--- src/hdl/four_channel_prescaled_timer_defines.svh ---
// ----------------------------------------------------------------------------
// Four-channel prescaled timer: assertion macros
// Shared property wrappers for the timer's concurrent checks.
// ----------------------------------------------------------------------------
`ifndef FOUR_CHANNEL_PRESCALED_TIMER_DEFINES_SVH
`define FOUR_CHANNEL_PRESCALED_TIMER_DEFINES_SVH

// same-cycle implication, checked out of reset
`define FCPT_ASSERT_NOW(name, clk, rst_n, ante, cons, msg) \
    name: assert property (@(posedge clk) disable iff (!rst_n) (ante) |-> (cons)) \
        else $error(msg);

// next-cycle implication, checked out of reset
`define FCPT_ASSERT_NEXT(name, clk, rst_n, ante, cons, msg) \
    name: assert property (@(posedge clk) disable iff (!rst_n) (ante) |=> (cons)) \
        else $error(msg);

`endif

--- src/hdl/fcpt_pkg.sv ---
// ----------------------------------------------------------------------------
// Four-channel prescaled timer package
// Word types, codes, mode bit positions and the count increment function.
// ----------------------------------------------------------------------------
`default_nettype none

package fcpt_pkg;

    localparam int NUM_CHANNELS = 4;
    localparam int CHAN_SLOTS   = 4;
    localparam int STEP_W       = 9;
    localparam int SUB_W        = 8;
    localparam int MODE_W       = 12;

    localparam logic [1:0] CMD_READ   = 2'd0;
    localparam logic [1:0] CMD_WRITE  = 2'd1;
    localparam logic [1:0] CMD_CYCLE  = 2'd2;
    localparam logic [1:0] CMD_HBLANK = 2'd3;

    localparam logic [1:0] REG_COUNT   = 2'd0;
    localparam logic [1:0] REG_MODE    = 2'd1;
    localparam logic [1:0] REG_COMPARE = 2'd2;
    localparam logic [1:0] REG_HOLD    = 2'd3;

    localparam logic [1:0] CLK_DIV1   = 2'd0;
    localparam logic [1:0] CLK_DIV16  = 2'd1;
    localparam logic [1:0] CLK_DIV256 = 2'd2;
    localparam logic [1:0] CLK_HBLANK = 2'd3;

    localparam int MODE_ZRET = 6;
    localparam int MODE_CUE  = 7;
    localparam int MODE_CMPE = 8;
    localparam int MODE_OVFE = 9;
    localparam int MODE_EQUF = 10;
    localparam int MODE_OVFF = 11;

    typedef struct packed {
        logic [1:0]  cmd;
        logic [3:0]  reg_addr;
        logic [31:0] wdata;
        logic [7:0]  cycles;
    } fcpt_in_t;

    typedef struct packed {
        logic [31:0] rdata;
        logic [3:0]  irq_mask;
        logic        bad_access;
    } fcpt_out_t;

    typedef struct packed {
        logic capture;
        logic exec;
        logic step;
        logic publish;
    } fcpt_ctl_t;

    typedef struct packed {
        logic busy;
        logic out_full;
    } fcpt_sts_t;

    typedef struct packed {
        logic [15:0]       count;
        logic [MODE_W-1:0] mode;
        logic              irq;
    } fcpt_adv_t;

    function automatic fcpt_adv_t fcpt_advance(input logic [15:0] count,
                                               input logic [15:0] comp,
                                               input logic [MODE_W-1:0] mode);
        fcpt_adv_t   r;
        logic [16:0] nxt;
        nxt    = {1'b0, count} + 17'd1;
        r.count = nxt[15:0];
        r.mode  = mode;
        r.irq   = 1'b0;
        if (nxt == {1'b0, comp}) begin
            if (mode[MODE_CMPE] && !mode[MODE_EQUF]) begin
                r.mode[MODE_EQUF] = 1'b1;
                r.irq             = 1'b1;
            end
            if (mode[MODE_ZRET]) begin
                r.count = 16'd0;
            end
        end else if (nxt[16]) begin
            if (mode[MODE_OVFE] && !mode[MODE_OVFF]) begin
                r.mode[MODE_OVFF] = 1'b1;
                r.irq             = 1'b1;
            end
            r.count = 16'd0;
        end
        return r;
    endfunction

endpackage

`default_nettype wire

--- src/hdl/fcpt_ctrl.sv ---
// ----------------------------------------------------------------------------
// Four-channel prescaled timer controller
// Sequences capture, execute, increment stepping and result hand-off.
// ----------------------------------------------------------------------------
`default_nettype none

module fcpt_ctrl (
    input  wire logic               aclk,
    input  wire logic               aresetn,
    input  wire logic               s_valid,
    output logic                    s_ready,
    input  wire logic               m_ready,
    input  wire fcpt_pkg::fcpt_sts_t sts,
    output fcpt_pkg::fcpt_ctl_t     ctl
);
    import fcpt_pkg::*;

    localparam logic [1:0] ST_IDLE = 2'd0;
    localparam logic [1:0] ST_EXEC = 2'd1;
    localparam logic [1:0] ST_RUN  = 2'd2;
    localparam logic [1:0] ST_DONE = 2'd3;

    logic [1:0] state_reg;
    logic [1:0] state_next;

    always_comb begin
        state_next = state_reg;
        ctl        = '0;
        s_ready    = 1'b0;
        case (state_reg)
            ST_IDLE: begin
                s_ready = 1'b1;
                if (s_valid) begin
                    ctl.capture = 1'b1;
                    state_next  = ST_EXEC;
                end
            end
            ST_EXEC: begin
                ctl.exec   = 1'b1;
                state_next = ST_RUN;
            end
            ST_RUN: begin
                ctl.step = 1'b1;
                if (!sts.busy) begin
                    state_next = ST_DONE;
                end
            end
            ST_DONE: begin
                if (!sts.out_full || m_ready) begin
                    ctl.publish = 1'b1;
                    state_next  = ST_IDLE;
                end
            end
            default: begin
                state_next = ST_IDLE;
            end
        endcase
    end

    always_ff @(posedge aclk) begin
        if (!aresetn) begin
            state_reg <= ST_IDLE;
        end else begin
            state_reg <= state_next;
        end
    end

endmodule

`default_nettype wire

--- src/hdl/fcpt_datapath.sv ---
// ----------------------------------------------------------------------------
// Four-channel prescaled timer datapath
// Channel registers, per-channel increment lanes and the result register.
// ----------------------------------------------------------------------------
`default_nettype none

module fcpt_datapath (
    input  wire logic                aclk,
    input  wire logic                aresetn,
    input  wire fcpt_pkg::fcpt_ctl_t ctl,
    output fcpt_pkg::fcpt_sts_t      sts,
    input  wire fcpt_pkg::fcpt_in_t  s_word,
    output logic                     m_valid,
    input  wire logic                m_ready,
    output fcpt_pkg::fcpt_out_t      m_word
);
    import fcpt_pkg::*;

    logic [15:0]       counter_reg [CHAN_SLOTS];
    logic [15:0]       counter_next[CHAN_SLOTS];
    logic [15:0]       compare_reg [CHAN_SLOTS];
    logic [15:0]       compare_next[CHAN_SLOTS];
    logic [MODE_W-1:0] mode_reg    [CHAN_SLOTS];
    logic [MODE_W-1:0] mode_next   [CHAN_SLOTS];
    logic [SUB_W-1:0]  sub_reg     [CHAN_SLOTS];
    logic [SUB_W-1:0]  sub_next    [CHAN_SLOTS];
    logic [STEP_W-1:0] steps_reg   [CHAN_SLOTS];
    logic [STEP_W-1:0] steps_next  [CHAN_SLOTS];

    fcpt_in_t  item_reg;
    fcpt_in_t  item_next;
    logic [31:0] rdata_reg;
    logic [31:0] rdata_next;
    logic        bad_reg;
    logic        bad_next;
    logic [3:0]  irq_reg;
    logic [3:0]  irq_next;
    fcpt_out_t   out_reg;
    fcpt_out_t   out_next;
    logic        m_valid_reg;
    logic        m_valid_next;

    logic [1:0]  ch;
    logic [1:0]  rsel;
    logic        chan_ok;

    assign ch      = item_reg.reg_addr[3:2];
    assign rsel    = item_reg.reg_addr[1:0];
    assign chan_ok = ({1'b0, ch} < 3'(NUM_CHANNELS));

    always_comb begin
        logic [MODE_W-1:0] m;
        logic [STEP_W-1:0] sc;
        fcpt_adv_t         adv;
        logic              any_steps;

        item_next    = item_reg;
        rdata_next   = rdata_reg;
        bad_next     = bad_reg;
        irq_next     = irq_reg;
        out_next     = out_reg;
        m_valid_next = m_valid_reg;
        counter_next = counter_reg;
        compare_next = compare_reg;
        mode_next    = mode_reg;
        sub_next     = sub_reg;
        steps_next   = steps_reg;
        m            = '0;
        sc           = '0;
        adv          = '0;
        any_steps    = 1'b0;

        if (ctl.capture) begin
            item_next = s_word;
        end

        if (ctl.exec) begin
            rdata_next = 32'd0;
            bad_next   = 1'b0;
            irq_next   = 4'd0;
            case (item_reg.cmd)
                CMD_READ: begin
                    if (!chan_ok) begin
                        bad_next = 1'b1;
                    end else begin
                        case (rsel)
                            REG_COUNT: rdata_next = {16'd0, counter_reg[ch]};
                            REG_MODE:  rdata_next = {20'd0, mode_reg[ch]};
                            default:   bad_next   = 1'b1;
                        endcase
                    end
                end
                CMD_WRITE: begin
                    if (!chan_ok) begin
                        bad_next = 1'b1;
                    end else begin
                        case (rsel)
                            REG_COUNT: begin
                                counter_next[ch] = item_reg.wdata[15:0];
                            end
                            REG_MODE: begin
                                m = {mode_reg[ch][MODE_OVFF:MODE_EQUF],
                                     item_reg.wdata[MODE_OVFE:0]};
                                if (item_reg.wdata[MODE_EQUF]) begin
                                    m[MODE_EQUF] = 1'b0;
                                end
                                if (item_reg.wdata[MODE_OVFF]) begin
                                    m[MODE_OVFF] = 1'b0;
                                end
                                mode_next[ch] = m;
                                sub_next[ch]  = '0;
                            end
                            REG_COMPARE: begin
                                compare_next[ch] = item_reg.wdata[15:0];
                            end
                            default: begin
                                // hold has no read path: accept and drop
                            end
                        endcase
                    end
                end
                CMD_CYCLE: begin
                    for (int i = 0; i < NUM_CHANNELS; i++) begin
                        if (mode_reg[i][MODE_CUE] && mode_reg[i][1:0] != CLK_HBLANK) begin
                            sc = {1'b0, sub_reg[i]} + {1'b0, item_reg.cycles};
                            case (mode_reg[i][1:0])
                                CLK_DIV1: begin
                                    steps_next[i] = sc;
                                    sub_next[i]   = '0;
                                end
                                CLK_DIV16: begin
                                    steps_next[i] = {4'd0, sc[8:4]};
                                    sub_next[i]   = {4'd0, sc[3:0]};
                                end
                                default: begin
                                    steps_next[i] = {8'd0, sc[8]};
                                    sub_next[i]   = sc[7:0];
                                end
                            endcase
                        end
                    end
                end
                default: begin
                    for (int i = 0; i < NUM_CHANNELS; i++) begin
                        if (mode_reg[i][MODE_CUE] && mode_reg[i][1:0] == CLK_HBLANK) begin
                            steps_next[i] = STEP_W'(1);
                        end
                    end
                end
            endcase
        end

        if (ctl.step) begin
            for (int i = 0; i < NUM_CHANNELS; i++) begin
                if (steps_reg[i] != '0) begin
                    adv             = fcpt_advance(counter_reg[i], compare_reg[i], mode_reg[i]);
                    counter_next[i] = adv.count;
                    mode_next[i]    = adv.mode;
                    irq_next[i]     = irq_reg[i] | adv.irq;
                    steps_next[i]   = steps_reg[i] - STEP_W'(1);
                end
            end
        end

        for (int i = 0; i < NUM_CHANNELS; i++) begin
            any_steps = any_steps | (steps_reg[i] != '0);
        end
        sts.busy     = any_steps;
        sts.out_full = m_valid_reg;

        if (ctl.publish) begin
            out_next.rdata      = rdata_reg;
            out_next.irq_mask   = irq_reg;
            out_next.bad_access = bad_reg;
            m_valid_next        = 1'b1;
        end else if (m_ready) begin
            m_valid_next = 1'b0;
        end
    end

    always_ff @(posedge aclk) begin
        if (!aresetn) begin
            m_valid_reg <= 1'b0;
            for (int i = 0; i < CHAN_SLOTS; i++) begin
                counter_reg[i] <= '0;
                compare_reg[i] <= '0;
                mode_reg[i]    <= '0;
                sub_reg[i]     <= '0;
                steps_reg[i]   <= '0;
            end
        end else begin
            m_valid_reg  <= m_valid_next;
            counter_reg  <= counter_next;
            compare_reg  <= compare_next;
            mode_reg     <= mode_next;
            sub_reg      <= sub_next;
            steps_reg    <= steps_next;
        end
    end

    always_ff @(posedge aclk) begin
        item_reg  <= item_next;
        rdata_reg <= rdata_next;
        bad_reg   <= bad_next;
        irq_reg   <= irq_next;
        out_reg   <= out_next;
    end

    assign m_valid = m_valid_reg;
    assign m_word  = out_reg;

endmodule

`default_nettype wire

--- src/hdl/four_channel_prescaled_timer.sv ---
// ----------------------------------------------------------------------------
// Four-channel prescaled timer
// Four 16-bit timer channels with compare and overflow interrupts.
// ----------------------------------------------------------------------------
// Each input word is a register read, a register write, a tick of a number of
// clock cycles, or an hblank tick, and yields one result word. A word is
// captured, executed, stepped and then published to the output register, and
// the next word is accepted only after that. A tick keeps stepping until every
// channel has made its count increments for that tick: every channel has its
// own increment lane that applies one increment per cycle, and the largest
// number of increments any single channel makes reaches 255 at /1, 16 at /16
// and 1 at /256 or hblank. A new word is accepted while the previous result
// still waits in the output register; a second result waits until that
// register is free.
`default_nettype none
`include "four_channel_prescaled_timer_defines.svh"

module four_channel_prescaled_timer (
    input  wire logic               aclk,
    input  wire logic               aresetn,
    input  wire logic               s_valid,
    output logic                    s_ready,
    input  wire fcpt_pkg::fcpt_in_t s_word,
    output logic                    m_valid,
    input  wire logic               m_ready,
    output fcpt_pkg::fcpt_out_t     m_word
);
    import fcpt_pkg::*;

    fcpt_ctl_t ctl;
    fcpt_sts_t sts;

    fcpt_ctrl u_ctrl (
        .aclk    (aclk),
        .aresetn (aresetn),
        .s_valid (s_valid),
        .s_ready (s_ready),
        .m_ready (m_ready),
        .sts     (sts),
        .ctl     (ctl)
    );

    fcpt_datapath u_datapath (
        .aclk    (aclk),
        .aresetn (aresetn),
        .ctl     (ctl),
        .sts     (sts),
        .s_word  (s_word),
        .m_valid (m_valid),
        .m_ready (m_ready),
        .m_word  (m_word)
    );

    `FCPT_ASSERT_NEXT(a_accept_blocks, aclk, aresetn, s_valid && s_ready, !s_ready, "accepted word did not block input")
    `FCPT_ASSERT_NOW(a_irq_not_bad, aclk, aresetn, m_valid && (m_word.irq_mask != 4'd0), !m_word.bad_access, "interrupt on a register access")
    `FCPT_ASSERT_NOW(a_rdata_no_irq, aclk, aresetn, m_valid && (m_word.rdata != 32'd0), m_word.irq_mask == 4'd0, "read data with interrupt")

endmodule

`default_nettype wire
--- config.mk ---
export PLATFORM = sky130hd
export DESIGN_NAME = four_channel_prescaled_timer
export DESIGN_NICKNAME = d
export VERILOG_FILES = /design/src/hdl/fcpt_pkg.sv /design/src/hdl/fcpt_ctrl.sv /design/src/hdl/fcpt_datapath.sv /design/src/hdl/four_channel_prescaled_timer.sv
export VERILOG_INCLUDE_DIRS = /design/src /design/src/hdl
export SDC_FILE = /design/constraint.sdc
export NUM_CORES = 1
export LEC_CHECK = 0
export BUFFER_PORTS_ARGS = -buffer_cell sky130_fd_sc_hd__buf_2
export CAP_MARGIN = 20
export CORE_UTILIZATION = 40
export DETAILED_ROUTE_END_ITERATION = 10
export SYNTH_ARGS = -nofsm -noshare
export SYNTH_HDL_FRONTEND = slang
export SYNTH_SLANG_ARGS = --single-unit
--- constraint.sdc ---
create_clock -name aclk -period 3.8 [get_ports aclk]
set_clock_uncertainty 0.2 [all_clocks]
set_input_delay 0.38 -clock aclk [delete_from_list [all_inputs] [get_ports aclk]]
set_output_delay 0.38 -clock aclk [all_outputs]
set_load 0.005 [all_outputs]
Word level (Yosys, flattened, before mapping)
Index checks and enable logic that the tools add are counted.
{"block": "totals", "ramBits": 0, "inputBits": 50, "mem_bits_ro": 0, "ff_bits": 351, "output_inout_bits": 39, "latchBits": 0, "word_cells": 316, "memories": 0}
{"block": "classes", "n_addsub": 12, "muxes": 141, "eq_ne": 55, "shifts": 0, "multipliers": 0, "n_lt_le_gt_ge": 2, "bitwise_logic": 10, "n_reduce_logical": 56, "div_mod_pow": 0}
{"op": "64-bit 2-to-1 mux", "n": 4}
{"op": "16-bit 2-to-1 mux", "n": 15}
{"op": "48-bit 2-to-1 mux", "n": 4}
{"op": "64-bit bitwise mux", "n": 2}
{"op": "9-bit 2-to-1 mux", "n": 12}
{"op": "12-bit 2-to-1 mux", "n": 7}
{"op": "36-bit 2-to-1 mux", "n": 2}
{"op": "36-bit case mux with 2 select lines", "n": 1}
{"op": "9-bit case mux with 2 select lines", "n": 4}
{"op": "16-bit by 1-bit adder with 17-bit output (second input constant)", "n": 4}
{"op": "17-bit by 16-bit equality test with 1-bit output", "n": 4}
{"op": "17-bit 2-to-1 mux", "n": 4}
{"op": "32-bit case mux with 2 select lines", "n": 1}
{"op": "8-bit case mux with 2 select lines", "n": 4}
{"op": "1-bit 2-to-1 mux", "n": 62}
{"op": "3-bit inequality test (second input constant)", "n": 20}
{"op": "48-bit bitwise mux", "n": 1}
{"op": "8-bit 2-to-1 mux", "n": 5}
{"op": "8-bit by 8-bit adder with 9-bit output", "n": 4}
{"op": "9-bit nonzero test", "n": 4}
{"op": "9-bit by 1-bit subtractor with 9-bit output (second input constant)", "n": 4}
{"op": "32-bit bitwise AND", "n": 1}
{"op": "16-bit binary-select mux with 2-bit select", "n": 1}
{"op": "16-bit demux with 2-bit select", "n": 1}
{"op": "other kinds (26)", "n": 105}

Logic depth before layout (Yosys ltp)
Gate-level depths: netlist of run 1.
{"block": "depth", "depth_word": 14, "ltp_mapped": 12, "ltp_nobuf": 10}

By module
From an unflattened synthesis of run 1, not the netlist that was laid out.
{"block": "hier_totals", "hier_cells": 2321, "area_unflattened_um2": 19521.2}
{"mod": "fcpt_datapath", "area_per_inst_um2": 19353.6, "n_inst": 1, "seq_area_each_um2": 7026.7, "cells_each": 2302}
{"mod": "fcpt_ctrl", "area_per_inst_um2": 167.7, "n_inst": 1, "seq_area_each_um2": 40.0, "cells_each": 19}

Least setup slack after synthesis of run 1
OpenSTA, ideal clock, no wires.
{"block": "synth_path", "path_kind": "register -> register", "start": "register u_ctrl.state_reg[1]", "end": "register u_datapath.counter_reg[56] (netlist bit)", "required_ns": 3.478, "path_stages_with_launch": 11, "arrival_ns": 2.842, "setup_ns": 0.122, "slack_ns": 0.637, "period_less_slack_ns": 3.163, "n_path_buf": 2, "cell_sequence": "dfxtp_1 > inv_1 > ha_1 > nand3b_1 > or3_1 > clkbuf_1 > nor3_1 > or3_1 > buf_2 > o31ai_1 > a221o_1"}
{"block": "synth_between", "elab_chain_cells": 5, "elab_cells_between_ends": 7, "classes_between": "2 x eq/ne; 5 x mux"}
{"element": "start, declared", "line_no": "fcpt_ctrl.sv:23", "rtl": "logic [1:0] state_reg;"}
{"element": "start signal, assigned", "line_no": "fcpt_ctrl.sv:64", "rtl": "state_reg <= state_next;"}
{"element": "2-bit by 1-bit equality test with 1-bit output", "line_no": "fcpt_ctrl.sv:30", "rtl": "case (state_reg)"}
{"element": "1-bit 2-to-1 mux", "line_no": "fcpt_ctrl.sv:30"}
{"element": "64-bit 2-to-1 mux", "line_no": "fcpt_datapath.sv:77", "rtl": "if (ctl.exec) begin"}
{"element": "16-bit 2-to-1 mux", "line_no": "fcpt_datapath.sv:155", "rtl": "if (steps_reg[i] != '0) begin"}
{"element": "64-bit 2-to-1 mux (*)", "line_no": "fcpt_datapath.sv:153", "rtl": "if (ctl.step) begin"}
{"element": "end signal, assigned", "line_no": "fcpt_datapath.sv:193", "rtl": "counter_reg <= counter_next;"}
{"element": "end, declared", "line_no": "fcpt_datapath.sv:19", "rtl": "logic [15:0] counter_reg [CHAN_SLOTS];"}
Mark *: on every way between the ends. The rest lies on a longest branch, timed or not.
A chain may end at the register's enable or synchronous reset.

Worst setup path after layout of run 1
{"block": "layout_path", "start": "register u_datapath.counter_reg[1] (netlist bit)", "end": "register u_datapath.counter_reg[11] (netlist bit)"}
{"block": "layout_between", "elab_chain_cells": 5, "elab_cells_between_ends": 7, "classes_between": "1 x add/sub; 1 x eq/ne; 5 x mux"}
{"element": "16-bit by 1-bit adder with 17-bit output (*)", "line_no": "fcpt_pkg.sv:73", "rtl": "nxt = {1'b0, count} + 17'd1;"}
{"element": "17-bit by 16-bit equality test with 1-bit output, or another cell as far along", "line_no": "fcpt_pkg.sv:77", "rtl": "if (nxt == {1'b0, comp}) begin"}
{"element": "16-bit 2-to-1 mux (*)", "line_no": "fcpt_pkg.sv:77"}
{"element": "16-bit 2-to-1 mux (*)", "line_no": "fcpt_datapath.sv:155"}
{"element": "64-bit 2-to-1 mux (*)", "line_no": "fcpt_datapath.sv:153"}
Mark *: on every way between the ends. The rest lies on a longest branch, timed or not. The select of a mux whose other input is x is not followed.

==> flow_summary_export.csv, run 1 <==
group,metric,value,unit
status,status,"finished clean",
finish,layout_common_cells,"323 x nand2_1, 251 x dfxtp_1, 175 x a21oi_1",
global_route,grt_pass1_wl,91.7,mm
worst_setup_path,r2r-start,"u_datapath.counter_reg[1]$_SDFF_PN0_",
synth,yosysWarnings,0,
synth,synthDistinctLibCells,91,
global_route,grt_usage,0.251,
finish,layout_commonest_cell,"nand2_1",
drt,viasPerCell,5.92,
global_route,antenna_found_initial,1,
timing,rsz0062_at_grt,"false",
finish,num_antenna_cells,0,
finish,multi_input_area,10400,um^2
placed_design,place_congestion,0.945,
finish,nNetsFinal,2304,
worst_setup_path,end_kind,"register",
global_route,grt_overflow,0,
cts,clock_sinks,319,
worst_setup_path,path_max_fanout,9,
power_and_ir_drop,power.leakage,7.65,nW
power_and_ir_drop,max-vdd-ir-drop,0.000273,V
floorplan,initial_core_util,0.405,
timing,slew_headroom,0.293,
synth,synth_enable_flop_cells,68,
synth,synth-seq-cells,319,
timing,finalCritPeriodShare,0.926,
floorplan,core,45400,um^2
global_route,grt_pass1_vias,15600,
min_path,hp-class,"in -> reg",
timing,fin_hold_ws,169,ps
drt,drt-pass1-iter-count,8,
worst_setup_path,start_kind,"register",
finish,drive_gt1_frac,0.118,
synth,synth_seq_area_share,0.385,
power_and_ir_drop,powerDensity,494,nW/um^2
synth,syn_inst,2152,
timing,setup_violations,0,
synth,syn_area,18400,um^2
worst_setup_path,cp_top_family,"simple AND/OR/NAND/NOR gates",
timing,finalSetupTns,0,ps
synth,yosysTopAreaCell,"dfxtp_1",
floorplan,die_x,216,um
timing,hold_violations,0,
placed_design,portBuffers,56,
min_path,hold_depth,5,
placed_design,dp_hpwl,42.0,mm
drt,drt_iter0_drc,1595,
cts,htree_levels,2,
floorplan,die_h,216,um
worst_setup_path,timing.rr.end,"u_datapath.counter_reg[11]$_SDFF_PN0_",
drt,drc,0,
floorplan,io_pins,89,
floorplan,num_rows,78,
cts,cts.reportedPaths.clkPinSlew,60,ps
timing,layout_min_cycle_time,3520,ps
floorplan,fp.dieArea,46800,um^2
drt,wire_per_inst,21.0,um
global_route,grt_start_max_net_pins,55,
worst_setup_path,r2r_cells,10,
min_path,hp-start,"s_valid",
drt,vias,16800,
worst_setup_path,cp_slowest_cell,"or4b_1",
power_and_ir_drop,report.power.total,0.0103,W
finish,regArea,7070,um^2
synth,synth_top_area_share,0.274,
drt,wl,59.5,mm
worst_setup_path,crit_buf_inv,1,
cts,cts_root_buf,"clkbuf_16",
worst_setup_path,worstPathCellList,"ha_1 -> and3_1 -> nand3_2 -> a32o_1 -> or4b_1 -> nor4_4 -> a211oi_2 -> buf_4 -> a22o_1 -> a21o_1",
timing,tightestPinTransition,1060,ps
timing,max_freq,0.284,GHz
cts,cts_buffer_depth,3,
finish,fin_util,0.461,
synth,syn_area_per_cell,8.53,um^2
min_path,holdPathEnd,"u_ctrl.state_reg[0]$_SDFFE_PN0P_",
worst_setup_path,crit_path_max_incr_delay,540,ps
worst_setup_path,ff2ff_setup_slack,280,ps
timing,drv_slew,0,
finish,area_delta_synth_final,14.0,%
drt,ant_nets,0,
synth,async_flop_share,0,
cts,insertion_delay,570,ps
finish,fillCellCount,4421,
job,maxCapViolations,0,
cts,cts_tree,"built",
synth,synthTopCellsByArea,"dfxtp_1 27%, edfxtp_1 11%, nand2_1 6.6%",
cts,cts_inserted_buffers,38,
worst_setup_path,arrival,3770,ps
worst_setup_path,critPathRequiredTime,4050,ps
synth,synth_top_flop_cell,"dfxtp_1",
worst_setup_path,path_class,"reg -> reg",
==> Yosys cell counts (8+ instances only) <==
cell,instances
nand2_1,323
dfxtp_1,251
a21oi_1,175
nor2_1,169
clkbuf_1,114
o21ai_0,86
edfxtp_1,68
xnor2_1,63
nor3_1,58
nand3_1,54
inv_1,50
xor2_1,50
ha_1,44
mux2i_1,37
a22oi_1,33
and3_1,33
buf_2,30
nand4_1,28
mux4_2,27
a21o_1,23
nand2b_1,23
a221o_1,22
a211oi_1,21
nor2b_1,20
nor4_1,19
a31oi_1,18
buf_4,18
or3_1,16
and2_1,15
nor3b_1,14
o31ai_1,14
a2111oi_0,12
o22ai_1,12
o2111ai_1,11
o21a_1,11
o21ai_1,11
a221oi_1,9
nor4b_1,9
o211ai_1,9
buf_1,8
nand3b_1,8
==> per-stage QoR <==
step | cells | setup slack, ps | area (um^2)
after global placement | 2733 | 378 | 19300
after detailed placement | 2733 | 341 | 19300
after CTS | 2833 | 334 | 20900
after floorplan | 2167 | 637 | 18400
final | 2835 | 281 | 20900
after global routing | 2835 | 82.0 | 20900
==> worst max-delay path by stage <==
stage                                               start                               endpoint  slack [ps]  depth (start not counted)
global placement     u_datapath.counter_reg[1]$_SDFF_PN0_  u_datapath.counter_reg[11]$_SDFF_PN0_         380                         10
floorplan                u_ctrl.state_reg[1]$_SDFFE_PN0P_  u_datapath.counter_reg[56]$_SDFF_PN0_         640                         10
detailed placement   u_datapath.counter_reg[1]$_SDFF_PN0_  u_datapath.counter_reg[11]$_SDFF_PN0_         340                         10
CTS                  u_datapath.counter_reg[1]$_SDFF_PN0_  u_datapath.counter_reg[11]$_SDFF_PN0_         330                         10
global route        u_datapath.counter_reg[17]$_SDFF_PN0_          u_datapath.irq_reg[2]$_DFF_P_          80                          9
finish               u_datapath.counter_reg[1]$_SDFF_PN0_  u_datapath.counter_reg[11]$_SDFF_PN0_         280                         10
==> cell families after synthesis <==
kind of cell               count (synthesis)  synth area share
AOI/OAI and AO/OA                        554             0.201
xor gates and xnor gates                 115            0.0563
DFF                                      319             0.385
buffers and inverters                    223            0.0522
other                                      1          0.000204
adders and majority gates                 48            0.0343
and+or+nand+nor                          824             0.215
muxes                                     68            0.0565
==> area by class of cell <==
class,count,share of cell area
Clock buffer,48,0.0518
Clock inverter,21,0.00921
Inverter,50,0.00909
Multi-Input combinational cell,1625,0.497
Sequential cell,319,0.338
Tap cell,600,0.0359
Timing Repair Buffer,172,0.0591
==> what timing repair did <==
item                      CTS  global route
hold endpoints to repair   31             0
setup buffers               0             0
hold buffers               31             0
resized for setup           0             0
==> worst min-delay path: stages <==
cell and delay, ps:
buf_2 110, inv_1 40, a221oi_1 90, nand3_1 160, a211oi_1 90
==> power by group <==
part           internal (W)  total, W  leakage, nW  switching [W]
registers           0.00382   0.00434         2.66       0.000512
logic              0.000850   0.00223         4.37        0.00138
clock network       0.00223   0.00378        0.616        0.00155
==> per-layer routing <==
layer | part of all wire | vias to the layer above | wire length (um) | track usage
met5 | 0.00022 | - | 13 | 0
met4 | 0.023 | 2 | 1390 | 0.0716
met3 | 0.076 | 93 | 4510 | 0.0465
met2 | 0.44 | 644 | 26200 | 0.387
met1 | 0.46 | 8120 | 27400 | 0.357
li1 | - | 7921 | - | -
Note: power is estimated with default switching activity, not from simulation.
==> run 2: changes to the inputs <==
Settings changed: CORE_UTILIZATION 40 to 50, PLACE_DENSITY set to 0.67.
==> run 2 against run 1 <==
Net effect: worst setup slack worse by 86 ps; first-iteration DRC count up 2.2%; sequential cell count unchanged; critical path depth unchanged; sequential share of layout area up 0.29 points; non-clock buffer count down 12; global-route usage up 5.7 points; power up 1.3%; die area down 20%; register-to-register slack worse by 90 ps; largest cell class unchanged; largest power group unchanged; highest routed layer is now met4.
==> flow_summary_export.csv, run 2 (synthesis results as in run 1) <==
group,metric,value,unit
power_and_ir_drop,p_sw,0.00339,W
placed_design,portBuffers,56,
timing,finalCritPeriodShare,0.949,
worst_setup_path,arrival,3850,ps
timing,slew_headroom,0.282,
global_route,grt_start_max_net_pins,67,
job,maxCapViolations,0,
worst_setup_path,end_kind,"register",
timing,rsz0062_at_grt,"false",
timing,setup_ws,196,ps
worst_setup_path,path_max_fanout,12,
finish,nNetsFinal,2292,
floorplan,initial_core_util,0.513,
worst_setup_path,critPathRequiredTime,4040,ps
cts,cts_setup_buffers,0,
finish,layout_commonest_cell,"nand2_1",
power_and_ir_drop,pwr-share-clk,0.374,
cts,htree_levels,2,
drt,top_layer_used,"met4",
floorplan,io_pins,89,
worst_setup_path,start_kind,"register",
cts,cts_root_buf,"clkbuf_16",
drt,drc,0,
global_route,grt_overflow,0,
worst_setup_path,cp_slowest_cell,"or4b_1",
drt,drt_iter0_drc,1630,
placed_design,dp_slack,271,ps
timing,finalSetupTns,0,ps
finish,area_delta_synth_final,13.0,%
cts,cts_buffer_depth,3,
power_and_ir_drop,seq_power_share,0.416,
drt,routedLengthMet1,25.7,mm
power_and_ir_drop,power.leakage,7.65,nW
drt,wl,58.5,mm
placed_design,dp_hpwl,41.0,mm
global_route,grt_usage,0.308,
floorplan,num_rows,69,
drt,route.met3.wl,5.66,mm
drt,viasPerCell,6.39,
timing,max_freq,0.277,GHz
worst_setup_path,worstPathCellList,"ha_1 -> and3_1 -> nand3_2 -> a32o_1 -> or4b_1 -> nor4_4 -> a211oi_2 -> buf_4 -> a32oi_1 -> o21ai_1",
timing,setup_violations,0,
power_and_ir_drop,report.power.total,0.0105,W
drt,ant_nets,0,
min_path,hp-class,"in -> reg",
timing,layout_min_cycle_time,3600,ps
floorplan,die_h,194,um
drt,drt-pass1-iter-count,6,
power_and_ir_drop,p_comb_frac,0.210,
power_and_ir_drop,p_sw_frac,0.323,
finish,fillCellCount,3203,
power_and_ir_drop,max-vdd-ir-drop,0.000366,V
global_route,grt_pass1_vias,15900,
timing,hold_violations,0,
finish,drive_gt1_frac,0.115,
timing,tightestPinTransition,1080,ps
power_and_ir_drop,powerDensity,505,nW/um^2
placed_design,place_congestion,0.968,
cts,clock_sinks,319,
cts,insertion_delay,560,ps
worst_setup_path,crit_path_max_incr_delay,550,ps
finish,fin_util,0.579,
worst_setup_path,path_class,"reg -> reg",
floorplan,die_x,194,um
finish,layout_common_cells,"323 x nand2_1, 251 x dfxtp_1, 175 x a21oi_1",
status,status,"finished clean",
cts,cts_inserted_buffers,38,
floorplan,fp.dieArea,37500,um^2
cts,ctsHoldBuffers,31,
drt,vias,17200,
global_route,grt_pass1_wl,91.2,mm
drt,wire_per_inst,21.8,um
floorplan,core,35800,um^2
cts,cts.reportedPaths.clkPinSlew,60,ps
cts,cts_tree,"built",
cts,cts_resized,0,
timing,drv_slew,0,
drt,wl_met2,26.0,mm
global_route,antenna_found_initial,2,
power_and_ir_drop,p_int,0.00709,W
==> run 2: cell types whose count changed in the layout (fill, tap and decap cells not counted), sizes merged <==
cell and change:
clkinvlp -5, buf -12, diode +1, bufinv +2
clkbuf +5, inv -1
==> run 2: layer usage <==
| layer | up-vias | track usage |
|---|---|---|
| li1 | 7899 | - |
| met5 | - | 0 |
| met2 | 823 | 0.479 |
| met1 | 8330 | 0.444 |
| met3 | 99 | 0.0524 |
| met4 | 0 | 0.0773 |
==> run 2: layout make-up <==
| type | count | area [um^2] | share of cell area |
|---|---|---|---|
| Sequential cell | 319 | 7070 | 0.340 |
| Clock inverter | 17 | 216 | 0.0104 |
| Inverter | 50 | 190 | 0.00916 |
| Multi-Input combinational cell | 1625 | 10400 | 0.502 |
| Antenna cell | 1 | 2.50 | 0.000121 |
| Timing Repair Buffer | 160 | 1160 | 0.0558 |
| Tap cell | 461 | 577 | 0.0278 |
| Clock buffer | 53 | 1130 | 0.0545 |
==> run 2: path summary, 6_finish.rpt <==
check	start	end	slack, ps	cells past startpoint
max	u_datapath.counter_reg[0]$_SDFF_PN0_	u_datapath.counter_reg[3]$_SDFF_PN0_	200	10
min	s_valid	u_ctrl.state_reg[0]$_SDFFE_PN0P_	200	5
max reg2reg	u_datapath.counter_reg[0]$_SDFF_PN0_	u_datapath.counter_reg[3]$_SDFF_PN0_	200	10
min reg2reg	u_datapath.rdata_reg[13]$_SDFFCE_PP0P_	u_datapath.m_word[18]$_DFFE_PP_	220	0
==> run 2: power by group through the flow <==
stage | Combinational, W | Sequential, W | Clock [W]
after CTS | 0.00217 | 0.00433 | 0.00397
after global routing | 0.00241 | 0.00438 | 0.00412
after detailed placement | 0.00213 | 0.00440 | 0
after floorplan | 0.00167 | 0.00406 | 0
after global placement | 0.00207 | 0.00439 | 0
final | 0.00220 | 0.00436 | 0.00392
==> run 2: worst max-delay path: cells and delay by family, from the launching register on <==
kind	cells	cell delay (ps)
flip-flops	1	480
AO/OA/AOI/OAI	4	870
AND/OR/NAND/NOR	4	1360
adder cells (fa/ha/maj)	1	330
buffers and inverters	1	240
==> run 2: stage by stage <==
| stage | cell area (um^2) | hold WS (ps) | cells |
|---|---|---|---|
| 2_1_floorplan | 18400 | 200 | 2167 |
| 6_report | 20800 | 197 | 2686 |
| 4_1_cts | 20700 | 173 | 2684 |
| 5_1_grt | 20800 | 202 | 2685 |
| 3_3_place_gp | 19100 | 206 | 2583 |
| 3_5_place_dp | 19100 | 205 | 2583 |
